$ cat config.mk
export PLATFORM = sky130hd
export DESIGN_NAME = rsw_div_cell
export DESIGN_NICKNAME = d
export VERILOG_FILES = /design/src/rtl/rsw_pkg.sv /design/src/rtl/rsw_div_cell.sv
export SDC_FILE = /design/constraint.sdc
export NUM_CORES = 1
export LEC_CHECK = 0
export ABC_AREA = 1
export BUFFER_PORTS_ARGS = -buffer_cell sky130_fd_sc_hd__buf_2
export CORE_AREA = 2 2 140 142
export CTS_BUF_LIST = sky130_fd_sc_hd__clkbuf_16
export DETAILED_ROUTE_END_ITERATION = 12
export DIE_AREA = 0 0 142 144
export PLACE_DENSITY_LB_ADDON = 0.25
export SLEW_MARGIN = 5
export SYNTH_ARGS = -nofsm -noshare
export SYNTH_HDL_FRONTEND = slang
export SYNTH_SLANG_ARGS = --single-unit
$ cat constraint.sdc
create_clock -name clk -period 10.9 [get_ports clk]
set_input_delay 1.635 -clock clk [delete_from_list [all_inputs] [get_ports clk]]
set_output_delay 1.635 -clock clk [all_outputs]
set_load 0.05 [all_outputs]
$ cat src/rtl/rsw_pkg.sv
package rsw_pkg;

  localparam int COORD_WIDTH_DEF = 32;
  localparam int RADIUS_W        = 32;
  localparam int INTEN_W         = 24;
  localparam logic [INTEN_W-1:0] INTEN_RESET = 24'd65536;

  // square root: 64-bit radicand, one result bit per cell
  localparam int SQ_W        = 64;
  localparam int SQRT_STEPS  = 32;
  localparam int ROOT_W      = 32;
  localparam int SQ_REM_W    = 34;

  // falloff divide: one quotient bit per cell
  localparam int DIV_STEPS   = 32;
  localparam int QUOT_W      = 32;

  // smoothstep weight
  localparam int FRAC_BITS   = 31;
  localparam int SMAG_W      = 56;
  localparam logic [33:0] SMOOTH_THREE = 34'h1_8000_0000;
  localparam int DISP_SHIFT  = 47;
  localparam int LANE_LAT    = 5;

  typedef enum logic [2:0] {
    REG_START_X   = 3'd0,
    REG_START_Y   = 3'd1,
    REG_TARGET_X  = 3'd2,
    REG_TARGET_Y  = 3'd3,
    REG_RADIUS    = 3'd4,
    REG_INTENSITY = 3'd5
  } reg_index_t;

endpackage

$ cat src/rtl/rsw_div_cell.sv
module rsw_div_cell import rsw_pkg::*; #(
  parameter int TAG_W = 65
) (
  input  logic                clk,
  input  logic                rst,
  input  logic                en,
  input  logic [RADIUS_W-1:0] divisor,
  input  logic                in_valid,
  input  logic [RADIUS_W-1:0] in_rem,
  input  logic [QUOT_W-1:0]   in_num,
  input  logic [QUOT_W-1:0]   in_q,
  input  logic [TAG_W-1:0]    in_tag,
  output logic                out_valid,
  output logic [RADIUS_W-1:0] out_rem,
  output logic [QUOT_W-1:0]   out_num,
  output logic [QUOT_W-1:0]   out_q,
  output logic [TAG_W-1:0]    out_tag
);

  logic [RADIUS_W:0] rem_sh;
  logic [RADIUS_W:0] diff;
  logic              ge;

  always_comb begin
    rem_sh = {in_rem, in_num[QUOT_W-1]};
    ge     = rem_sh >= {1'b0, divisor};
    diff   = rem_sh - {1'b0, divisor};
  end

  always_ff @(posedge clk) begin
    if (rst) begin
      out_valid <= 1'b0;
    end else if (en) begin
      out_valid <= in_valid;
      out_rem   <= ge ? diff[RADIUS_W-1:0] : rem_sh[RADIUS_W-1:0];
      out_num   <= {in_num[QUOT_W-2:0], 1'b0};
      out_q     <= {in_q[QUOT_W-2:0], ge};
      out_tag   <= in_tag;
    end
  end

endmodule

# After elaboration in Yosys (flattened, before gate mapping)
# Index checks and enable logic that the tools add are counted.
# W data, S select, Z words.
totals:
  ff_bits: 161
  inputBits: 197
  out_inout_bits: 162
  ramBits: 0
  mem_count: 0
  latch_bits: 0
  mem_bits_ro: 0
classes:
  eq_ne: 0
  addsub: 1
  shifts: 0
  multipliers: 0
  reduce_logical: 1
  muxes: 1
  bitwise_logic: 1
  n_lt_le_gt_ge: 1
  div: 0
op_table:
  columns: ["cell", "n"]
  rows:
  - ["$ge A33 B32 Y1", 1]
  - ["$mux W32", 1]
  - ["$sub A32 B32 Y32", 1]
  - ["$reduce_and A2 Y1", 1]
  - ["$not A1 Y1", 1]

# Logic depth before layout (Yosys ltp)
logic_depth:
  depth_word: 2
  mapped_depth: 17
  mapped_depth_nobuf: 15

# Least setup slack after synthesis
# OpenSTA, ideal clock, no wires.
synth_timing:
  path_kind: "input to register"
  startpoint: "input port en"
  endpoint: "register out_num[10] (enable)"
  setup_ns: 0.687
  path_buffers: 0
  slack_ns: 1.814
  cell_stages: 2
  arrival_time_ns: 8.399
  path_cell_list: "inv_1 nor2_1"
synth_via:
  elab_chain_cells: 1
synth_lines:
  columns: ["item", "line_no", "text"]
  rows:
  - ["start, declared", "rsw_div_cell.sv:6", "input logic en,"]
  - ["$reduce_and A2 Y1 (no line)", null, null]
  - ["end signal, assigned", "rsw_div_cell.sv:36", "out_num <= {in_num[QUOT_W-2:0], 1'b0};"]
  - ["end, declared", "rsw_div_cell.sv:15", "output logic [QUOT_W-1:0] out_num,"]
# Every way passes these cells.
# A chain may end at the register's enable or synchronous reset.

# Worst setup path in the final report
layout_timing:
  startpoint: "input port in_rem[22]"
  endpoint: "register out_rem[28] (data pin)"
layout_via:
  elab_chain_cells: 2
  word_cells_on_any_way: 3
  classes_between: "add/sub: 1; order compare: 1; mux: 1"
layout_lines:
  columns: ["item", "line_no", "text"]
  rows:
  - ["start, declared", "rsw_div_cell.sv:9", "input logic [RADIUS_W-1:0] in_rem,"]
  - ["$sub A32 B32 Y32 / $ge A33 B32 Y1 (equally long branches)", "rsw_div_cell.sv:27, rsw_div_cell.sv:26", null]
  - ["$mux W32 (*)", "rsw_div_cell.sv:35", "out_rem <= ge ? diff[RADIUS_W-1:0] : rem_sh[RADIUS_W-1:0];"]
  - ["end signal, assigned", "rsw_div_cell.sv:35", null]
  - ["end, declared", "rsw_div_cell.sv:14", "output logic [RADIUS_W-1:0] out_rem,"]
# Every way passes the cells marked *; elsewhere a longest branch is shown, timed or not.

==> flow_summary_export.csv <==
group,metric,value,unit
timing,whs,467.7,ps
timing,hold_viol_final,0,
hold_path,min-delay-start,"out_valid$_SDFFE_PP0P_",
global_route,antenna_found_initial,3,
worst_setup_path,reg2regPathDepth,2,
clock_network,clk_path_buf_depth,2,
clock_network,cts_tree,"built",
clock_network,cts.clk_slew.worst_paths,70,ps
global_route,grt_pass1_vias,6214,
worst_setup_path,r2r_end,"out_valid$_SDFFE_PP0P_",
die,fp.coreArea,0.01908,sq mm
routing,drc,0,
clock_network,cts.sinks,161,
cells_and_area,final_common_cell,"buf_2",
placement,post-place-ws,6937,ps
yosys,synth_cell_type_count,30,
timing,drv_slew,0,
timing,setup_violations,0,
pwr,irDropWorstVdd,0.1010,mV
clock_network,clockRootBuffer,"clkbuf_16",
routing,wire_per_inst,15.92,microns
die,die_x,142,microns
cells_and_area,fill_cells,1742,
clock_network,cts_resized,0,
timing,setup_tns,0,ps
routing,vias_per_cell,4.557,
global_route,track_usage,0.2181,
placement,port-buffer-count,356,
placement,dp_hpwl,18290,microns
worst_setup_path,r2r_start,"out_valid$_SDFFE_PP0P_",
worst_setup_path,path_class,"in2reg",
yosys,ys_ff_latch,161,
yosys,yosys_warnings,0,
run_status,outcome,"finished, final reports clean",
flow_run,maxCapViolations,0,
timing,min_period_over_period,0.3195,
routing,met2_length,11430,microns
yosys,yosysTopAreaCellShare,0.6031,
die,die_h,144,microns
timing,slew_headroom,0.4173,
die,die_area,0.02045,sq mm
routing,wl,22900,microns
die,io_pins,359,
cells_and_area,antennaDiodeCount,0,
timing,rsz0062_at_grt,"false",
routing,first_pass_iters,5,
cells_and_area,syn_to_final_growth,33.01,%
yosys,syn_nets,1048,
cells_and_area,num-nets-final,1417,
timing,max_freq,287.2,MHz
cells_and_area,drive_gt1_frac,0.3483,
pwr,p_per_area,167.5,mW/mm^2
hold_path,min_to,"out_valid$_SDFFE_PP0P_",
worst_setup_path,critPathArrivalTime,3660,ps
die,initial_core_util,0.4175,
timing,worst_slack,7418,ps
yosys,syn_avg_cell_area,9.739,sq um
yosys,yosys.area.top_type,"edfxtp_1",
hold_path,hold_class,"reg2reg",
placement,place_congestion,0.8818,
routing,ant_nets,0,
cells_and_area,final_cells,1438,
worst_setup_path,rrSetupSlack,10330,ps
worst_setup_path,required,11080,ps
routing,wl_met3,1587,microns
clock_network,hold_buffers,0,
timing,max_slew.worst_pin.slew,874.0,ps
pwr,p_total,1.775,mW
routing,dr.max_layer_used,"met5",
worst_setup_path,cp_max_fo,36,
clock_network,insertion_delay,420,ps
die,num_rows,51,
pwr,p_leak,5.361,nW
yosys,yosys-top-cells-area,"edfxtp_1, nand2_1, inv_1",
timing,fin_crit,3482,ps
global_route,grt_pass1_wl,33350,microns
placement,placedCellCount,1406,
cells_and_area,layout_common_cells,"buf_2, nand2_1, edfxtp_1, inv_1, nand3_1",
hold_path,hold_depth,2,
yosys,netlist_area,0.007966,sq mm
clock_network,htree_levels,4,
routing,num_vias,6553,
clock_network,cts_buffers,17,
global_route,globalRoute.totalOverflow,0,
global_route,grt_max_degree,71,
yosys,syn-instance-count,818,
worst_setup_path,cp-end-kind,"flip-flop",
routing,wl_met1,9294,microns
clock_network,postCtsSetupRepairBufs,0,
yosys,yosysSeqAreaShare,0.6056,
worst_setup_path,start_kind,"input port",
routing,initialDrtViolationCount,319,
timing,fin_skew,0,ps
-- cells by family after synthesis --
group,share of synthesized area
AOI/OAI and AO/OA,0.01696
and+or+nand+nor,0.2263
other,0.0004707
buffers and inverters,0.08246
xor gates and xnor gates,0.01539
adders and majority gates,0.05277
DFF,0.6056
-- worst max-delay path: stages --
cell and delay [ps]:
buf_2 110, ha_1 380, nand2_1 130, nor2_1 190, nand2_1 110, nor2_2 170, nand2_1 80, nand3_1 80
nor2_2 70, nand2_8 220, inv_4 210, nand2_1 180, nand2_1 90
-- area by class of cell --
cell class,count,area (sq um),share of cell area
multi-input combinational,496,2492,0.2352
timing repair buffer,358,1797,0.1696
inverter,153,576.8,0.05443
clock buffer,17,425.4,0.04015
clock inverter,15,182.7,0.01724
sequential,161,4825,0.4553
tap,238,297.8,0.02810
-- worst max-delay path by stage --
stage	from	to	slack, ps	depth (start not counted)
detailed placement	in_rem[22]	out_rem[28]$_DFFE_PP_	6940	13
finish	in_rem[22]	out_rem[28]$_DFFE_PP_	7420	13
global placement	in_rem[22]	out_rem[28]$_DFFE_PP_	6930	13
floorplan	en	out_num[10]$_DFFE_PP_	1810	2
CTS	in_rem[22]	out_rem[28]$_DFFE_PP_	7400	13
global route	divisor[28]	out_rem[28]$_DFFE_PP_	7180	14
-- power breakdown --
| group | leakage (nW) | internal [mW] | total, mW | switching (mW) |
|---|---|---|---|---|
| clock | 0.294 | 0.313 | 0.604 | 0.291 |
| sequential | 1.51 | 0.737 | 0.747 | 0.00975 |
| combinational | 3.56 | 0.110 | 0.424 | 0.314 |
| total | 5.36 | 1.16 | 1.77 | 0.614 |
-- synthesized netlist by cell type, drive strengths merged --
| cell | count |
|---|---|
| inv | 153 |
| edfxtp | 160 |
| fa | 1 |
| nand3 | 38 |
| ha | 32 |
| a21oi | 22 |
| and2 | 8 |
| xnor2 | 1 |
| o21ai | 2 |
| buf | 8 |
| xor2 | 13 |
| o21bai | 2 |
| nor3 | 8 |
| nand3b | 10 |
| nand2 | 314 |
| conb | 1 |
| or2 | 1 |
| nor2 | 41 |
| dfxtp | 1 |
| nand4 | 2 |
-- metal layers --
layer,vias up,GRT usage
met5,-,0
li1,3342,-
met4,6,0.08526
met1,2931,0.2614
met2,240,0.3740
met3,34,0.06060
-- registers in the layout, summed over array words and instances, names as in the netlist --
register	cells
out_tag	65
out_q	32
out_rem	32
out_num	31
out_valid	1
-- through the flow --
| stage | utilization | instance area (sq um) |
|---|---|---|
| 6_report | 0.5554 | 10600 |
| 3_5_place_dp | 0.5235 | 9988 |
| 2_1_floorplan | - | 7966 |
| 5_1_grt | 0.5554 | 10600 |
| 3_3_place_gp | 0.5235 | 9988 |
| 4_1_cts | 0.5554 | 10600 |
Power figures use the tool's default switching activity.
