File: config.mk
export PLATFORM = sky130hd
export DESIGN_NAME = rsw_sqrt_cell
export DESIGN_NICKNAME = d
export VERILOG_FILES = /design/src/rtl/rsw_pkg.sv /design/src/rtl/rsw_sqrt_cell.sv
export SDC_FILE = /design/constraint.sdc
export NUM_CORES = 1
export LEC_CHECK = 0
export BUFFER_PORTS_ARGS = -buffer_cell sky130_fd_sc_hd__buf_4
export CORE_AREA = 2 2 152 154
export CTS_CLUSTER_SIZE = 10
export DETAILED_ROUTE_END_ITERATION = 7
export DIE_AREA = 0 0 154 156
export PLACE_DENSITY_LB_ADDON = 0.1
export SLEW_MARGIN = 20
export SYNTH_ARGS = -nofsm -noshare
export SYNTH_HDL_FRONTEND = slang
export SYNTH_SLANG_ARGS = --single-unit
File: constraint.sdc
create_clock -name clk -period 12.1 [get_ports clk]
set_input_delay 2.42 -clock clk [delete_from_list [all_inputs] [get_ports clk]]
set_output_delay 2.42 -clock clk [all_outputs]
set_load 0.02 [all_outputs]
File: src/rtl/rsw_pkg.sv
package rsw_pkg;

  localparam int COORD_WIDTH_DEF = 32;
  localparam int RADIUS_W        = 32;
  localparam int INTEN_W         = 24;
  localparam logic [INTEN_W-1:0] INTEN_RESET = 24'd65536;

  // square root: 64-bit radicand, one result bit per cell
  localparam int SQ_W        = 64;
  localparam int SQRT_STEPS  = 32;
  localparam int ROOT_W      = 32;
  localparam int SQ_REM_W    = 34;

  // falloff divide: one quotient bit per cell
  localparam int DIV_STEPS   = 32;
  localparam int QUOT_W      = 32;

  // smoothstep weight
  localparam int FRAC_BITS   = 31;
  localparam int SMAG_W      = 56;
  localparam logic [33:0] SMOOTH_THREE = 34'h1_8000_0000;
  localparam int DISP_SHIFT  = 47;
  localparam int LANE_LAT    = 5;

  typedef enum logic [2:0] {
    REG_START_X   = 3'd0,
    REG_START_Y   = 3'd1,
    REG_TARGET_X  = 3'd2,
    REG_TARGET_Y  = 3'd3,
    REG_RADIUS    = 3'd4,
    REG_INTENSITY = 3'd5
  } reg_index_t;

endpackage

File: src/rtl/rsw_sqrt_cell.sv
module rsw_sqrt_cell import rsw_pkg::*; #(
  parameter int TAG_W = 65
) (
  input  logic                clk,
  input  logic                rst,
  input  logic                en,
  input  logic                in_valid,
  input  logic [SQ_W-1:0]     in_n,
  input  logic [SQ_REM_W-1:0] in_rem,
  input  logic [ROOT_W-1:0]   in_root,
  input  logic [TAG_W-1:0]    in_tag,
  output logic                out_valid,
  output logic [SQ_W-1:0]     out_n,
  output logic [SQ_REM_W-1:0] out_rem,
  output logic [ROOT_W-1:0]   out_root,
  output logic [TAG_W-1:0]    out_tag
);

  logic [SQ_REM_W+1:0] rem_sh;
  logic [SQ_REM_W+1:0] trial;
  logic [SQ_REM_W+1:0] diff;
  logic                ge;

  // bring down the next two radicand bits, try root*4+1
  always_comb begin
    rem_sh = {in_rem, in_n[SQ_W-1 -: 2]};
    trial  = {2'b00, in_root, 2'b01};
    ge     = rem_sh >= trial;
    diff   = rem_sh - trial;
  end

  always_ff @(posedge clk) begin
    if (rst) begin
      out_valid <= 1'b0;
    end else if (en) begin
      out_valid <= in_valid;
      out_n     <= {in_n[SQ_W-3:0], 2'b00};
      out_rem   <= ge ? diff[SQ_REM_W-1:0] : rem_sh[SQ_REM_W-1:0];
      out_root  <= {in_root[ROOT_W-2:0], ge};
      out_tag   <= in_tag;
    end
  end

endmodule

## Word-level counts from Yosys, hierarchy flattened

Cells that the tools add are included.

- Bits in registers: 194
- Output and inout port bits: 196

- $lt $le $gt $ge: 1
- Multiplexer cells: 1
- Bitwise logic cells: 1
- $add $sub $neg: 1
- Reductions and logical operators: 1

Operator list:

| cell | count |
|---|---|
| >= comparator 36 x 34 -> 1 bit | 1 |
| 2-to-1 mux 34 bit | 1 |
| subtractor 34 bit | 1 |
| AND reduction 2 bit | 1 |
| NOT 1 bit | 1 |

## Logic depth before layout (Yosys ltp)

Gate-level depths: netlist (run 1).

- Word-level depth: 2
- Gate-level depth with buffers: 13

## Least setup slack after synthesis (run 1)

OpenSTA, ideal clock, no wires.

- Path kind: input -> register
- From: in rst
- To: reg out_n[10] (enable)
- Data required time: 11,325 ps
- Stages: 1
- Data arrival time: 10,964 ps
- Path slack: 361 ps
- Path buffers: 0
- Library setup time: 775 ps
- Path through: nor2b_1

- Cells in the longest elaborated chain, start to end: 2

RTL lines:

| element | line | text |
|---|---|---|
| from (decl) | rsw_sqrt_cell.sv:5 | `input logic rst,` |
| NOT 1 bit (no line) | -- |  |
| AND reduction 2 bit (no line) | -- |  |
| to (signal assigned) | rsw_sqrt_cell.sv:37 | `out_n <= {in_n[SQ_W-3:0], 2'b00};` |
| to (decl) | rsw_sqrt_cell.sv:13 | `output logic [SQ_W-1:0] out_n,` |

Every way passes these cells.
A chain may end at the register's enable or synchronous reset.

## Worst setup path after layout (run 1)

- From: in in_rem[7]
- To: reg out_rem[32] (data pin)

- Cells in the longest elaborated chain, start to end: 2

RTL lines:

| element | line | text |
|---|---|---|
| from (decl) | rsw_sqrt_cell.sv:9 | `input logic [SQ_REM_W-1:0] in_rem,` |
| >= comparator 36 x 34 -> 1 bit | rsw_sqrt_cell.sv:28 | `ge = rem_sh >= trial;` |
| net ge | rsw_sqrt_cell.sv:22 | `logic ge;` |
| 2-to-1 mux 34 bit | rsw_sqrt_cell.sv:38 | `out_rem <= ge ? diff[SQ_REM_W-1:0] : rem_sh[SQ_REM_W-1:0];` |
| to (signal assigned) | rsw_sqrt_cell.sv:38 |  |
| to (decl) | rsw_sqrt_cell.sv:14 | `output logic [SQ_REM_W-1:0] out_rem,` |

The timed path passes the listed nets, and every way through them passes these cells.

==> run_results.csv, run 1 <==
group,metric,value,unit
run_status,outcome,"finished clean",
timing,fin_crit_sh,42.3,%
global_route,grt_max_degree,89,
critical_path,critPathMostFrequentCell,"buf_4",
critical_path,slowest_delay,0.50,ns
finish,syn_to_final_growth,47.2,%
synth,yosys_warnings,0,
synth,synth_most_common_cell,"edfxtp_1",
synth,synthMuxAreaShare,0.899,%
timing,finClkSkew,0,ns
route,final_antenna_net_count,0,
power_and_ir_drop,irDropWorstVdd,0.0876,mV
clocking,ctsHtreeMaxLevel,4,
route,routedWlPerCell,19.5,um
power_and_ir_drop,pwr_density_cell,143,nW/um^2
global_route,antenna_found_initial,1,
timing,hold_viol_final,0,
critical_path,startpoint_type,"primary input",
power_and_ir_drop,p_total,1730,uW
timing,setup_tns,0,ns
clocking,clock_path_buffers,2,
timing,worst_slew_pin_slew,1.00,ns
clocking,cts_tree,"yes",
critical_path,cp_cell_sequence,"buf_4, ha_1, a21o_1, o41ai_1, o211ai_1, a211oi_1, o21a_2, buf_4, inv_2, mux2_1",
route,wl,24700,um
finish,drive_gt1_share,44.7,%
route,drc,0,
critical_path,worst-setup-path-type,"primary input to flop",
critical_path,crit_end,"out_rem[32]",
critical_path,reg2reg_from,"out_valid",
power_and_ir_drop,power_leakage,0.00521,uW
clocking,clk_pin_slew,0.08,ns
synth,synth_top_family_by_area,"compound AO/OA/AOI/OAI gates",
critical_path,worstPathMaxFanout,61,
synth,synth_compound_area_share,10.5,%
worst_hold_path,hold_path.class,"flop to flop",
clocking,post_cts_buffers,0,
synth,synth.distinct_cells,58,
critical_path,rr_worst_depth,2,
die,rows,55,
critical_path,cpMaxStageDelayCell,"buf_4",
critical_path,rr_endpoint,"out_valid",
timing,max-slew-margin-rel,33.2,%
clocking,cts_hold_buf,0,
route,drt_iter0_markers,384,
die,die_h,156,um
synth,ys_async_sr_fraction,0,%
global_route,grt_pass1_vias,5871,
synth,ys_seq_area_share,70.8,%
timing,fin_crit,5.12,ns
route,num_vias,6071,
die,ioPinCount,395,
global_route,track_usage,19.8,%
critical_path,crit_path_start,"in_rem[7]",
synth,synthFlopType,"edfxtp_1",
clocking,cts_buffers,17,
route,vias_per_cell,4.81,
placed_design,port_buffers,392,
timing,whs,0.526,ns
placed_design,dp.cells,1230,
clocking,cts_sinks,194,
synth,netlist_area,8210,sq um
finish,instances_no_fill,1263,
synth,ys_seq_elements,194,
critical_path,required,12.29,ns
clocking,postCtsResizedCells,0,
clocking,clk_latency,0.43,ns
timing,worst_slack,6.98,ns
timing,clock.fmax,195,MHz
synth,yosys.area.top_type,"edfxtp_1",
synth,synth_edf_count,193,
synth,synth_area_per_cell,14.6,sq um
die,fp.coreArea,22400,sq um
critical_path,r2r_setup_slack,11.50,ns
critical_path,cp.arrival,5.30,ns
synth,syn-instance-count,563,
die,die_x,154,um
synth,synthTopCellsByArea,"edfxtp_1 71%, ha_1 5.2%, nand2_1 2.2%, a21o_1 1.9%, o21ai_1 1.9%",
die,initial_core_util,36.7,%
synth,synth-simple-area-share,6.77,%
synth,synth_fa_ha_area_share,5.18,%
global_route,overflow,0,
placed_design,place.detailed.hpwl,19200,um
placed_design,place_congestion,0.805,
synth,netlist.area_leader.share,70.6,%
timing,finalMaxSlewViolations,0,
timing,rsz0062_at_grt,"false",
timing,setup_viol,0,
critical_path,worst_setup_path_end_kind,"flop",
finish,final_nets,1197,
global_route,grt_pass1_wl,35200,um
clocking,cts-root-buf,"clkbuf_16",
die,die_area,24000,sq um
route,firstDrtPassIters,4,
synth,synthXorXnorAreaFrac,2.99,%
synth,synth_common_cells,"193 x edfxtp_1, 48 x nand2_1, 41 x inv_1",
run,cap_violations,0,
placed_design,dp_slack,6.38,ns
-- critical path: cells and delay by family --
| kind | cells | cell delay, ns |
|---|---|---|
| fa+ha+maj | 1 | 0.39 |
| mux | 1 | 0.34 |
| buf+inv | 3 | 0.75 |
| compound gates | 5 | 1.38 |
-- layout make-up --
| class | count | area [sq um] |
|---|---|---|
| Clock inverter | 14 | 175 |
| Antenna cell | 1 | 2.50 |
| Inverter | 42 | 158 |
| Timing Repair Buffer | 395 | 2970 |
| Sequential cell | 194 | 5820 |
| Multi-Input combinational cell | 314 | 2180 |
| Tap cell | 285 | 357 |
| Clock buffer | 18 | 429 |
| Fill cell | 1958 | 10300 |
-- power breakdown --
group	total (uW)	internal, uW	switching (uW)
registers	813	800	12.8
clock network	575	283	292
logic	339	152	187
total	1730	1240	492
-- kinds of logic after synthesis --
group	Yosys count
simple gates	114
mux	7
compound gates	129
other cells	1
fa+ha+maj	34
xor+xnor	28
buf+inv	56
flops	194
-- flip-flops by register name, summed over array words and instances, names as in the netlist --
name	flops
out_tag	65
out_n	62
out_rem	34
out_root	32
out_valid	1
-- routing by layer --
metal	track usage, %	wire (um)	share of wire, %	vias to the layer above
li1	-	-	-	2912
met1	22.0	9190	37	2894
met2	36.3	13200	53	243
met3	6.39	1890	7.7	22
met4	5.56	408	1.7	0
met5	0	0	0	-
-- placed cells by master, fill, tap and decap left out, types with 3 or more instances in the layout --
master	n
buf_4	394
edfxtp_1	193
nand2_1	48
inv_1	41
ha_1	34
o21ai_1	31
a21oi_1	26
a21o_1	21
clkbuf_16	17
xor2_1	16
nor2_1	15
o21ai_0	12
xnor2_1	12
and3_1	9
nor3_1	8
nand4_1	7
and2_1	6
nand2b_1	6
a31oi_1	5
nand3_1	4
mux2i_1	4
inv_6	4
clkinv_8	4
o41ai_1	3
o211ai_1	3
mux2_1	3
o31ai_1	3
inv_8	3
-- worst min-delay path by stage --
stage	startpoint	to	slack (ns)	cells after the start
3_3_place_gp	out_valid	out_valid	0.49	2
5_1_grt	out_valid	out_valid	0.58	2
6_report	out_valid	out_valid	0.53	2
2_1_floorplan	out_valid	out_valid	0.58	2
3_5_place_dp	out_valid	out_valid	0.51	2
4_1_cts	out_valid	out_valid	0.53	2
-- metrics by stage --
step	util (%)	instance area, sq um
after global placement	51.3	11500
after detailed placement	51.3	11500
final	54.0	12100
after CTS	54.0	12100
after global routing	54.0	12100
after floorplan	-	8220
Note: power is estimated with default switching activity, not from simulation.
==> inputs of run 2 (changes only) <==
==> constraint.sdc (replaced) <==
create_clock -name clk -period 4.6 [get_ports clk]
set_input_delay 0.92 -clock clk [delete_from_list [all_inputs] [get_ports clk]]
set_output_delay 0.92 -clock clk [all_outputs]
set_load 0.02 [all_outputs]
==> run 2 against run 1 <==
  * Worst hold slack got worse by 0.011 ns
  * Via count fell by 0.49%
  * Design area rose by 0.38%
  * Register-to-register slack got worse by 7.5 ns
  * Cell count did not move
  * Clock skew did not move
  * Utilization rose by 0.21 points
==> run_results.csv, run 2 (same netlist as run 1, synthesis figures left out) <==
group,metric,value,unit
finish,drive_gt1_share,44.8,%
finish,layout_common_cells,"393 x buf_4, 193 x edfxtp_1, 48 x nand2_1",
timing,setup_tns,0,ns
die,die_x,154,um
critical_path,required,4.79,ns
power_and_ir_drop,pwr-share-seq,47.0,%
die,initial_core_util,36.7,%
critical_path,cp.arrival,3.59,ns
global_route,grt_pass1_vias,5926,
timing,finalMaxSlewViolations,0,
finish,top_regs,"out_tag x65, out_n x62, out_rem x34",
route,num_vias,6041,
finish,final_nets,1198,
clocking,cts_hold_buf,0,
clocking,cts_tree,"yes",
global_route,grt_pass1_wl,35900,um
clocking,cts_sinks,194,
clocking,clk_latency,0.43,ns
critical_path,worst-setup-path-type,"primary input to flop",
placed_design,place_congestion,0.790,
route,routedWlPerCell,19.7,um
finish,largest_reg_flops,65,
route,drc,0,
die,die_area,24000,sq um
power_and_ir_drop,pwr_density_cell,375,nW/um^2
power_and_ir_drop,switching_share,28.5,%
clocking,cts-root-buf,"clkbuf_16",
power_and_ir_drop,internal_power,3250,uW
clocking,clk_pin_slew,0.07,ns
clocking,postCtsResizedCells,0,
finish,num_antenna_cells,0,
clocking,cts_buffers,17,
critical_path,cpMaxStageDelayCell,"o21a_2",
worst_hold_path,hold_path.class,"flop to flop",
finish,final_common_cell,"buf_4",
critical_path,worst_setup_path_end_kind,"flop",
critical_path,cp_cell_sequence,"buf_4, ha_1, a21o_1, o41ai_1, o211ai_1, a211oi_1, o21a_2, inv_2, mux2_1",
finish,syn_to_final_growth,47.7,%
timing,max-slew-margin-rel,59.9,%
die,fp.coreArea,22400,sq um
route,drt_iter0_markers,420,
power_and_ir_drop,power_leakage,0.00522,uW
run,cap_violations,0,
die,die_h,156,um
placed_design,port_buffers,392,
timing,rsz0062_at_grt,"false",
clocking,post_cts_buffers,0,
placed_design,place.detailed.hpwl,19500,um
timing,finClkSkew,0,ns
route,firstDrtPassIters,4,
route,final_antenna_net_count,0,
critical_path,slowest_delay,0.52,ns
global_route,overflow,0,
timing,clock.fmax,294,MHz
timing,setup_viol,0,
route,wl,24800,um
critical_path,r2r_setup_slack,4.00,ns
die,ioPinCount,395,
power_and_ir_drop,clkPwrFrac,33.3,%
power_and_ir_drop,pwr-share-comb,19.7,%
timing,worst_slew_pin_slew,0.602,ns
timing,fin_crit,3.40,ns
global_route,antenna_found_initial,0,
timing,whs,0.516,ns
global_route,grt_max_degree,108,
timing,fin_crit_sh,73.9,%
die,rows,55,
run_status,outcome,"finished clean",
clocking,ctsHtreeMaxLevel,4,
power_and_ir_drop,switching_power,1300,uW
clocking,clock_path_buffers,2,
timing,hold_viol_final,0,
global_route,track_usage,20.2,%
critical_path,startpoint_type,"primary input",
critical_path,worstPathMaxFanout,23,
finish,top_register,"out_tag",
power_and_ir_drop,irDropWorstVdd,0.175,mV
route,vias_per_cell,4.78,
-- run 2: changes by cell type in the layout (fill, tap and decap cells not counted), sizes merged --
cell / change
buf: +1
clkinv: +2
diode: -1
inv: -2
-- run 2: worst paths after layout --
path,depth (start not counted),to,from
hold reg to reg,2,out_valid,out_valid
hold / removal,2,out_valid,out_valid
setup / recovery,9,out_rem[27],in_rem[7]
setup reg to reg,2,out_valid,out_valid
-- run 2: area by class of cell --
type	count	area (sq um)
Fill cell	1988	10200
Sequential cell	194	5820
Timing Repair Buffer	396	3010
Multi-Input combinational cell	314	2180
Clock buffer	18	429
Tap cell	285	357
Clock inverter	14	183
Inverter	42	158
-- run 2: worst max-delay path, delay by kind of cell --
family	cells	cell delay (ns)
multiplexers	1	0.33
buffers and inverters	2	0.23
AO/OA/AOI/OAI	5	1.72
adder cells (fa/ha/maj)	1	0.38
-- run 2: through the flow --
| stage | power [uW] | utilization [%] | setup WS [ns] | std cells | area (sq um) |
|---|---|---|---|---|---|
| CTS | 4600 | 54.2 | 1.16 | 1263 | 12100 |
| detailed placement | 3080 | 51.5 | 0.692 | 1231 | 11500 |
| global route | 4740 | 54.2 | 0.972 | 1263 | 12100 |
| floorplan | 2660 | - | 0.356 | 564 | 8220 |
| finish | 4550 | 54.2 | 1.20 | 1263 | 12100 |
| global placement | 3070 | 51.5 | 0.755 | 1231 | 11500 |
-- run 2: power groups by stage --
stage          clock network, uW  registers (uW)  logic (uW)
5_1_grt                     1620            2150         965
6_report                    1510            2140         895
4_1_cts                     1560            2140         907
3_3_place_gp                   0            2180         897
2_1_floorplan                  0            2350         302
3_5_place_dp                   0            2180         905
-- run 2: routing by layer --
| metal | global-route usage (%) | wire (um) | up-vias |
|---|---|---|---|
| li1 | - | - | 2913 |
| met1 | 23.0 | 9360 | 2882 |
| met2 | 36.2 | 13200 | 232 |
| met3 | 7.19 | 1960 | 14 |
| met4 | 5.07 | 299 | 0 |
| met5 | 0 | 0 | - |
==> inputs of run 3 (changes only) <==
==> constraint.sdc (replaced) <==
create_clock -name clk -period 2.9 [get_ports clk]
set_input_delay 0.58 -clock clk [delete_from_list [all_inputs] [get_ports clk]]
set_output_delay 0.58 -clock clk [all_outputs]
set_load 0.02 [all_outputs]
==> run 3 against run 2 <==
  * Via count increased by 5.5%
  * Clock skew is the same
  * Design area is 5.4% higher
  * Cell count is 6.6% higher
  * Sequential cell count unchanged
  * Largest power group unchanged
  * Critical endpoint unchanged
  * Total power is 62% higher
  * Worst hold slack got worse by 0.20 ns
  * Clock power increased by 58%
  * Sequential share of layout area decreased by 2.5 points
  * Sequential power grew 58%
==> run_results.csv, run 3 (same netlist as run 1, synthesis figures left out) <==
group,metric,value,unit
finish,drive_gt1_share,49.2,%
timing,rsz0062_at_grt,"false",
timing,worst_slack,0.210,ns
clocking,cts_hold_buf,0,
timing,max-slew-margin-rel,64.6,%
power_and_ir_drop,power_leakage,0.00563,uW
clocking,ctsHtreeMaxLevel,4,
finish,largest_reg_flops,65,
finish,layout_common_cells,"474 x buf_4, 193 x edfxtp_1, 48 x nand2_1",
timing,worst_slew_pin_slew,0.531,ns
run_status,outcome,"finished clean",
global_route,grt_pass1_wl,36200,um
clocking,cts_sinks,194,
critical_path,worst-setup-path-type,"primary input to flop",
clocking,post_cts_buffers,0,
finish,postLayoutCoreUtil,57.2,%
die,die_h,156,um
run,cap_violations,0,
route,vias_per_cell,4.73,
critical_path,worstPathMaxFanout,5,
clocking,clk_pin_slew,0.09,ns
die,die_area,24000,sq um
power_and_ir_drop,p_total,7350,uW
placed_design,port_buffers,392,
finish,top_register,"out_tag",
timing,fin_crit,2.69,ns
clocking,clk_latency,0.42,ns
clocking,cts-root-buf,"clkbuf_16",
placed_design,dp_slack,-0.235,ns
die,initial_core_util,36.7,%
finish,syn_to_final_growth,55.7,%
timing,fin_crit_sh,92.7,%
route,wl,25000,um
worst_hold_path,hold_path.class,"primary input to flop",
die,fp.coreArea,22400,sq um
critical_path,startpoint_type,"primary input",
power_and_ir_drop,clkPwrFrac,32.4,%
placed_design,place_congestion,0.806,
finish,final_common_cell,"buf_4",
clocking,clock_path_buffers,2,
power_and_ir_drop,internal_power,5280,uW
global_route,grt_max_degree,93,
route,drc,0,
timing,finClkSkew,0,ns
critical_path,required,3.08,ns
finish,top_regs,"out_tag x65, out_n x62, out_rem x34",
critical_path,cp.arrival,2.87,ns
placed_design,place.detailed.hpwl,19900,um
route,num_vias,6371,
timing,hold_viol_final,0,
global_route,grt_pass1_vias,6196,
global_route,overflow,0,
route,firstDrtPassIters,4,
power_and_ir_drop,switching_power,2070,uW
die,die_x,154,um
power_and_ir_drop,switching_share,28.2,%
route,drt_iter0_markers,370,
route,final_antenna_net_count,0,
timing,finalMaxSlewViolations,0,
critical_path,worst_setup_path_end_kind,"flop",
timing,whs,0.318,ns
worst_hold_path,hold_depth,1,
route,routedWlPerCell,18.6,um
finish,final_nets,1281,
power_and_ir_drop,pwr_density_cell,575,nW/um^2
critical_path,rr_worst_depth,2,
global_route,track_usage,20.0,%
power_and_ir_drop,irDropWorstVdd,0.325,mV
clocking,cts_buffers,17,
clocking,postCtsResizedCells,0,
die,ioPinCount,395,
timing,clock.fmax,372,MHz
clocking,cts_tree,"yes",
power_and_ir_drop,pwr-share-comb,21.5,%
global_route,antenna_found_initial,3,
die,rows,55,
power_and_ir_drop,pwr-share-seq,46.1,%
timing,setup_viol,0,
run 3: changes by cell type in the layout (fill, tap and decap cells not counted), sizes merged:
cell / previous run / this run
inv: 49 / 50
buf: 396 / 479
diode: 0 / 1
clkinv: 7 / 6
clkbuf: 18 / 17
run 3: power by group through the flow:
stage	Sequential, uW	Combinational [uW]	Clock, uW
after floorplan	3730	482	0
after global placement	3450	1580	0
after detailed placement	3460	1590	0
after CTS	3390	1600	2440
after global routing	3410	1700	2540
final	3390	1580	2380
run 3: metrics by stage:
stage / setup TNS (ns) / cell area (sq um) / std cells
final: 0 / 12800 / 1346
after global placement: -3.95 / 12200 / 1314
after floorplan: -193.86 / 8240 / 564
after global routing: 0 / 12800 / 1345
after CTS: 0 / 12800 / 1345
after detailed placement: -5.05 / 12200 / 1314
run 3: worst paths after layout:
path,startpoint,slack (ns),end
setup reg to reg,out_valid,2.29,out_valid
hold / removal,in_tag[51],0.32,out_tag[51]
setup / recovery,in_rem[9],0.21,out_rem[27]
hold reg to reg,out_valid,0.53,out_valid
run 3: cell type report:
cell class,instances,area (sq um)
Clock inverter,14,180
Sequential cell,194,5820
Fill cell,1889,9580
Tap cell,285,357
Inverter,42,158
Multi-Input combinational cell,314,2190
Timing Repair Buffer,479,3660
Antenna cell,1,2.50
Clock buffer,17,425
run 3: worst max-delay path, cell delays in order:
cell and delay [ns]:
buf_4 0.11, ha_1 0.36, a21o_1 0.21, a31o_1 0.19
a221oi_2 0.33, o211ai_1 0.22, o2bb2ai_1 0.24, mux2i_1 0.19
o221ai_1 0.14, mux2_1 0.30
run 3: layer usage:
layer	global-route usage (%)	up-vias	wire (um)
li1	-	3077	-
met1	21.7	3024	9250
met2	36.9	236	13400
met3	6.72	30	1880
met4	6.32	4	496
met5	0	-	30
